$ cat config.mk
export PLATFORM = sky130hd
export DESIGN_NAME = cc20ks_out
export DESIGN_NICKNAME = d
export VERILOG_FILES = /design/src/hdl/chacha20_block_keystream_macros.svh /design/src/hdl/cc20ks_pkg.sv /design/src/hdl/cc20ks_out.sv
export SDC_FILE = /design/constraint.sdc
export NUM_CORES = 2
export LEC_CHECK = 0
export BUFFER_PORTS_ARGS = -buffer_cell sky130_fd_sc_hd__clkbuf_2
export CAP_MARGIN = 20
export CORE_AREA = 2 2 381 383
export DETAILED_ROUTE_END_ITERATION = 7
export DIE_AREA = 0 0 383 385
export PLACE_DENSITY = 0.46
export SLEW_MARGIN = 20
export SYNTH_ARGS = -nofsm -noshare
export SYNTH_HDL_FRONTEND = slang
export SYNTH_SLANG_ARGS = --single-unit
$ cat constraint.sdc
create_clock -name clk -period 14.8 [get_ports clk]
set_input_delay 1.48 -clock clk [delete_from_list [all_inputs] [get_ports clk]]
set_output_delay 1.48 -clock clk [all_outputs]
set_load 0.02 [all_outputs]
$ cat src/hdl/chacha20_block_keystream_macros.svh
// Assertion helpers shared by the keystream RTL.
// Each use expects clk and arst_n in scope.
`ifndef CHACHA20_BLOCK_KEYSTREAM_MACROS_SVH
`define CHACHA20_BLOCK_KEYSTREAM_MACROS_SVH

// Same-cycle implication
`define CC20KS_ASSERT_NOW(lbl, ante, cons, msg) \
	lbl: assert property (@(posedge clk) disable iff (!arst_n) (ante) |-> (cons)) \
		else $error(msg);

// Next-cycle implication
`define CC20KS_ASSERT_NEXT(lbl, ante, cons, msg) \
	lbl: assert property (@(posedge clk) disable iff (!arst_n) (ante) |=> (cons)) \
		else $error(msg);

`endif

$ cat src/hdl/cc20ks_pkg.sv
`default_nettype none

package cc20ks_pkg;

	localparam int DOUBLE_ROUNDS_DEF = 10;
	localparam int WORD_W            = 32;
	localparam int NUM_WORDS         = 16;
	localparam int OUT_BEATS         = 8;
	localparam int OUT_W             = 2 * WORD_W;
	localparam logic [2:0] PHASE_LAST = 3'd7;

	// Sixteen-word block state, word 0 in the low bits
	typedef logic [NUM_WORDS-1:0][WORD_W-1:0] state_t;

	// Chain control, common to every cell
	typedef struct packed {
		logic       run;   // cells step this cycle
		logic       shift; // cells hand their state to the neighbor
		logic [2:0] phase; // step within the double round
	} ctl_t;

	// Register map, by 64-bit slot
	typedef enum logic [2:0] {
		REG_KEY0     = 3'd0,
		REG_KEY1     = 3'd1,
		REG_KEY2     = 3'd2,
		REG_KEY3     = 3'd3,
		REG_NONCE_LO = 3'd4,
		REG_NONCE_HI = 3'd5
	} reg_idx_t;

	localparam logic [WORD_W-1:0] SIGMA0 = 32'h61707865;
	localparam logic [WORD_W-1:0] SIGMA1 = 32'h3320646e;
	localparam logic [WORD_W-1:0] SIGMA2 = 32'h79622d32;
	localparam logic [WORD_W-1:0] SIGMA3 = 32'h6b206574;

	// Initial state from constants, key, counter and nonce
	function automatic state_t cc20ks_init(
		logic [63:0] k0, logic [63:0] k1, logic [63:0] k2, logic [63:0] k3,
		logic [63:0] nlo, logic [31:0] nhi, logic [31:0] ctr);
		state_t s;
		s[0]  = SIGMA0;
		s[1]  = SIGMA1;
		s[2]  = SIGMA2;
		s[3]  = SIGMA3;
		s[4]  = k0[31:0];
		s[5]  = k0[63:32];
		s[6]  = k1[31:0];
		s[7]  = k1[63:32];
		s[8]  = k2[31:0];
		s[9]  = k2[63:32];
		s[10] = k3[31:0];
		s[11] = k3[63:32];
		s[12] = ctr;
		s[13] = nlo[31:0];
		s[14] = nlo[63:32];
		s[15] = nhi;
		return s;
	endfunction

	// One line of four parallel quarter rounds.
	// phase[2]: diagonal set; phase[0]: c/b line vs a/d line;
	// phase[1]: second pair of rotations (8, 7) vs first (16, 12).
	function automatic state_t cc20ks_step(state_t s, logic [2:0] phase);
		state_t      r;
		logic [1:0]  ib;
		logic [1:0]  ic;
		logic [1:0]  id;
		logic [3:0]  xa;
		logic [3:0]  xb;
		logic [3:0]  xc;
		logic [3:0]  xd;
		logic [31:0] sum;
		logic [31:0] mx;
		r = s;
		for (int i = 0; i < 4; i++) begin
			ib = phase[2] ? 2'(i + 1) : 2'(i);
			ic = phase[2] ? 2'(i + 2) : 2'(i);
			id = phase[2] ? 2'(i + 3) : 2'(i);
			xa = 4'(i);
			xb = {2'b01, ib};
			xc = {2'b10, ic};
			xd = {2'b11, id};
			if (!phase[0]) begin
				sum    = s[xa] + s[xb];
				mx     = s[xd] ^ sum;
				r[xa]  = sum;
				r[xd]  = phase[1] ? {mx[23:0], mx[31:24]} : {mx[15:0], mx[31:16]};
			end else begin
				sum    = s[xc] + s[xd];
				mx     = s[xb] ^ sum;
				r[xc]  = sum;
				r[xb]  = phase[1] ? {mx[24:0], mx[31:25]} : {mx[19:0], mx[31:20]};
			end
		end
		return r;
	endfunction

endpackage

`default_nettype wire

$ cat src/hdl/cc20ks_out.sv
`default_nettype none

// Final feed-forward add and eight-beat serializer
module cc20ks_out (
	input  wire logic                 clk,
	input  wire logic                 arst_n,
	input  wire logic                 load,
	input  wire cc20ks_pkg::state_t   fin_state,
	input  wire logic [31:0]          fin_ctr,
	input  wire logic [63:0]          key0,
	input  wire logic [63:0]          key1,
	input  wire logic [63:0]          key2,
	input  wire logic [63:0]          key3,
	input  wire logic [63:0]          nonce_lo,
	input  wire logic [31:0]          nonce_hi,
	output logic                      m_tvalid,
	input  wire logic                 m_tready,
	output logic [63:0]               m_tdata,  // [63:0] keystream_word
	output logic [2:0]                m_tuser,  // [2:0] word_index
	output logic                      m_tlast,
	output logic                      free
);
	import cc20ks_pkg::*;

	state_t                          init_d;
	logic [OUT_BEATS-1:0][OUT_W-1:0] sum_d;
	logic [OUT_BEATS-1:0][OUT_W-1:0] res_q;
	logic                            valid_q;
	logic [2:0]                      idx_q;
	logic                            beat;
	logic                            last_beat;

	// initial state rebuilt for the add
	assign init_d = cc20ks_init(key0, key1, key2, key3, nonce_lo, nonce_hi, fin_ctr);

	always_comb begin
		for (int k = 0; k < OUT_BEATS; k++) begin
			sum_d[k] = {fin_state[2*k+1] + init_d[2*k+1], fin_state[2*k] + init_d[2*k]};
		end
	end

	assign beat      = valid_q && m_tready;
	assign last_beat = idx_q == 3'(OUT_BEATS - 1);
	assign free      = !valid_q || (beat && last_beat);

	// result words: load all, shift one out per beat
	always_ff @(posedge clk) begin
		if (load) begin
			res_q <= sum_d;
		end else if (beat) begin
			for (int k = 0; k < OUT_BEATS - 1; k++) begin
				res_q[k] <= res_q[k+1];
			end
		end
	end

	always_ff @(posedge clk or negedge arst_n) begin
		if (!arst_n) begin
			valid_q <= 1'b0;
			idx_q   <= '0;
		end else if (load) begin
			valid_q <= 1'b1;
			idx_q   <= '0;
		end else if (beat) begin
			valid_q <= !last_beat;
			idx_q   <= 3'(idx_q + 3'd1);
		end
	end

	assign m_tvalid = valid_q;
	assign m_tdata  = res_q[0];
	assign m_tuser  = idx_q;
	assign m_tlast  = last_beat;

endmodule

`default_nettype wire
==> metrics.cfg <==
[status]
status=finished, final reports clean

[timing]
finClkSkew_ns=0.0261
relSlewSlack_pct=27.7
rsz0062_at_grt=no
finalWorstSetupSlack_ns=9.68
finalMaxSlewViolations=0
tightest_slew_ns=1.08
finalSetupViolCount=0
fin_setup_tns_ns=0
fin_crit_ns=5.12
hold_viol=0
fin_crit_sh_pct=34.6
fmax_ghz=0.195

[global_route]
antenna_found_initial=53
grt_first_pass_wirelength_mm=237
grt_overflow=0
grt_max_degree=165
grt_use_total_pct=21.7
first_global_vias=35500

[routing]
vias_per_cell=5.10
first_pass_iters=5
totalWireLength_mm=165
vias=35600
drc=0
drt-wirelength-per-cell_um=23.7
ant_nets=0
drt_iter0_drc=1896

[yosys]
synth_cell_types=92
synth_nets=5420
avgSynthCellArea_um2=10.1
synth-edff-count=512
synth_area_mm2=0.0416
yosys_warnings=0
seq_area_frac_synth_pct=37.2
syn_inst=4130
ys_async_sr_fraction_pct=0.775
ys.flop_type=edfxtp_1
synth-seq-cells=516

[floorplanning]
io_pins=970
die_area_mm2=0.147
rows=139
die_h_um=385
coreArea_mm2=0.143
initial_core_util_pct=29.1
die_x_um=383

[pwr]
p_clk_share_pct=32.4
intPower_w=0.00363
finalPower_w=0.00534
power_switching_w=0.00171
seq_power_share_pct=38.3
p_leak_nw=21.9
power_density_mw_per_mm2=106
comb_power_share_pct=29.3
ir_drop_uv=78.5
switching_share_pct=32.1

[worst_hold_path]
hold_path_class=flip-flop to flip-flop

[placed_design]
dp_hpwl_mm=137
dp_slack_ns=9.10
gp_congestion=0.925
io_buffers=969

[critical_path]
r2r_slack_ns=11.32
rr_startpoint=m_tvalid
crit_start=load
arrival_ns=5.52
startpoint_type=input port
required_ns=15.21
worstSetupEndpointType=flip-flop
r2r_end=m_tdata[31]
critPathCapture=res_q[125]
worstPathMaxFanout=138
worstSetupPathType=input port to flip-flop
reg2regPathDepth=4

[clock_network]
cts_resized=0
ctsHoldBuffers=0
clk_pin_slew_worst_paths_ns=0.05
cts_buffers=72
clock_sinks=516
post_cts_buffers=0
cts_tree=done
insertion_delay_ns=0.67
root_buffer=clkbuf_16
h-tree-depth=3
clockBufferDepth=3

[run]
cap_viol_max_count=0

[cells_and_area]
area_growth_pct=21.1
drive_gt1_share_pct=28.1
fin_util_pct=35.2
fin_nets=6291
fill_cells=14700

==> cell usage in the layout (no fill, tap or decap), types with 26 or more instances in the layout <==
master | netlist | final
a21o_1 | 235 | 235
nor2b_1 | 35 | 35
o21a_1 | 52 | 52
clkbuf_2 | 0 | 968
ha_1 | 378 | 378
xor2_1 | 144 | 144
nand2_1 | 244 | 243
a31oi_1 | 53 | 53
a211oi_1 | 42 | 42
nand4_1 | 45 | 45
o31ai_1 | 37 | 37
o21ai_0 | 164 | 164
o21bai_1 | 55 | 55
mux2_2 | 284 | 284
and3_1 | 45 | 45
nand3_1 | 81 | 81
nand2b_1 | 26 | 26
a21oi_1 | 434 | 434
nor3_1 | 47 | 47
xnor2_1 | 277 | 277
o21ai_1 | 51 | 51
nor2_1 | 282 | 282
inv_1 | 95 | 94
edfxtp_1 | 512 | 512
clkbuf_16 | 0 | 73
==> flip-flops by register name, summed over array words and instances (netlist names) <==
register,cells
res_q,448
m_tdata,64
m_tuser,3
m_tvalid,1
==> power by group through the flow <==
stage          logic, W  registers (W)  clock network [W]
3_5_place_dp    0.00156        0.00207                  0
3_3_place_gp    0.00157        0.00208                  0
6_report        0.00156        0.00204            0.00173
5_1_grt         0.00172        0.00207            0.00184
2_1_floorplan   0.00105        0.00203                  0
4_1_cts         0.00157        0.00205            0.00179
==> through the flow <==
| stage | hold slack (ns) | std cells | cell area [µm²] |
|---|---|---|---|
| 2_1_floorplan | 0.493 | 4130 | 41600 |
| 3_3_place_gp | 0.509 | 6830 | 48100 |
| 3_5_place_dp | 0.511 | 6830 | 48100 |
| 4_1_cts | 0.524 | 6961 | 50400 |
| 5_1_grt | 0.540 | 6966 | 50400 |
| 6_report | 0.522 | 6977 | 50400 |
==> Yosys cell counts (7+ instances only) <==
cell,number,area share (%)
o21ai_1,51,0.61
a311oi_1,11,0.23
or3_1,17,0.26
nor4_1,12,0.18
clkbuf_1,109,0.98
and4_1,11,0.23
or2_2,11,0.17
xnor2_1,277,5.8
a31oi_1,53,0.80
xor2_1,144,3.0
a221o_1,10,0.24
mux2_2,284,7.7
a221oi_1,9,0.19
nor3_1,47,0.57
a21oi_1,434,5.2
edfxtp_1,512,37
o21bai_1,55,0.99
o31ai_1,37,0.67
and2_1,16,0.24
o21a_1,52,0.94
fa_1,12,0.58
nand2b_1,26,0.39
buf_1,7,0.063
a211o_1,14,0.29
o211a_1,7,0.17
a21boi_1,9,0.16
o21ai_0,164,2.0
nor2_1,282,2.5
o31a_1,8,0.17
a21o_1,235,4.2
and3_1,45,0.68
nand2_1,244,2.2
o2bb2ai_1,8,0.17
inv_1,95,0.86
nand4_1,45,0.68
buf_4,65,1.2
ha_1,378,11
nand3_1,81,0.97
o211ai_1,25,0.45
a22oi_1,8,0.14
a2111oi_0,11,0.23
a211oi_1,42,0.76
a41oi_1,12,0.25
nor2b_1,35,0.53
==> kinds of logic (layout without fill, tap and decap cells) <==
logic type      after synthesis  after routing  synth area share (%)
compound gates             1338           1338                  20.9
buf+inv                     278           1206                  3.13
xor+xnor                    421            421                  8.86
other cells                   0             16                     0
mux                         288            288                  7.78
simple gates                899            899                  10.2
flops                       516            516                  37.2
fa+ha+maj                   390            390                  11.9
==> metal layers <==
layer	part of all wire [%]	GRT usage [%]	routed length, µm
met3	5.8	4.64	9610
met1	44	28.3	73300
met2	47	36.0	77800
met4	2.7	5.99	4450
met5	0.21	0	347
==> cell type report <==
cell class	count	area [µm²]	area share (%)
inverter	95	362	0.717
multi-input combinational	3336	24900	49.3
clock inverter	45	407	0.807
tap	1903	2380	4.72
antenna	16	40.0	0.0794
timing repair buffer	980	4990	9.90
clock buffer	86	1910	3.78
sequential	516	15500	30.7
==> worst max-delay path, stage by stage <==
cell	delay, ns
buf_8	0.34
buf_12	0.58
buf_4	0.74
buf_4	0.67
buf_4	0.84
mux2_2	0.42
==> worst min path at each step <==
stage / startpoint / to / cells after the start
2_1_floorplan: res_q[305] / res_q[241] / 2
3_3_place_gp: res_q[64] / m_tdata[0] / 2
3_5_place_dp: res_q[64] / m_tdata[0] / 2
4_1_cts: res_q[64] / m_tdata[0] / 2
5_1_grt: res_q[64] / m_tdata[0] / 2
6_report: res_q[64] / m_tdata[0] / 2
No activity file was read; power rests on OpenSTA's default activity.
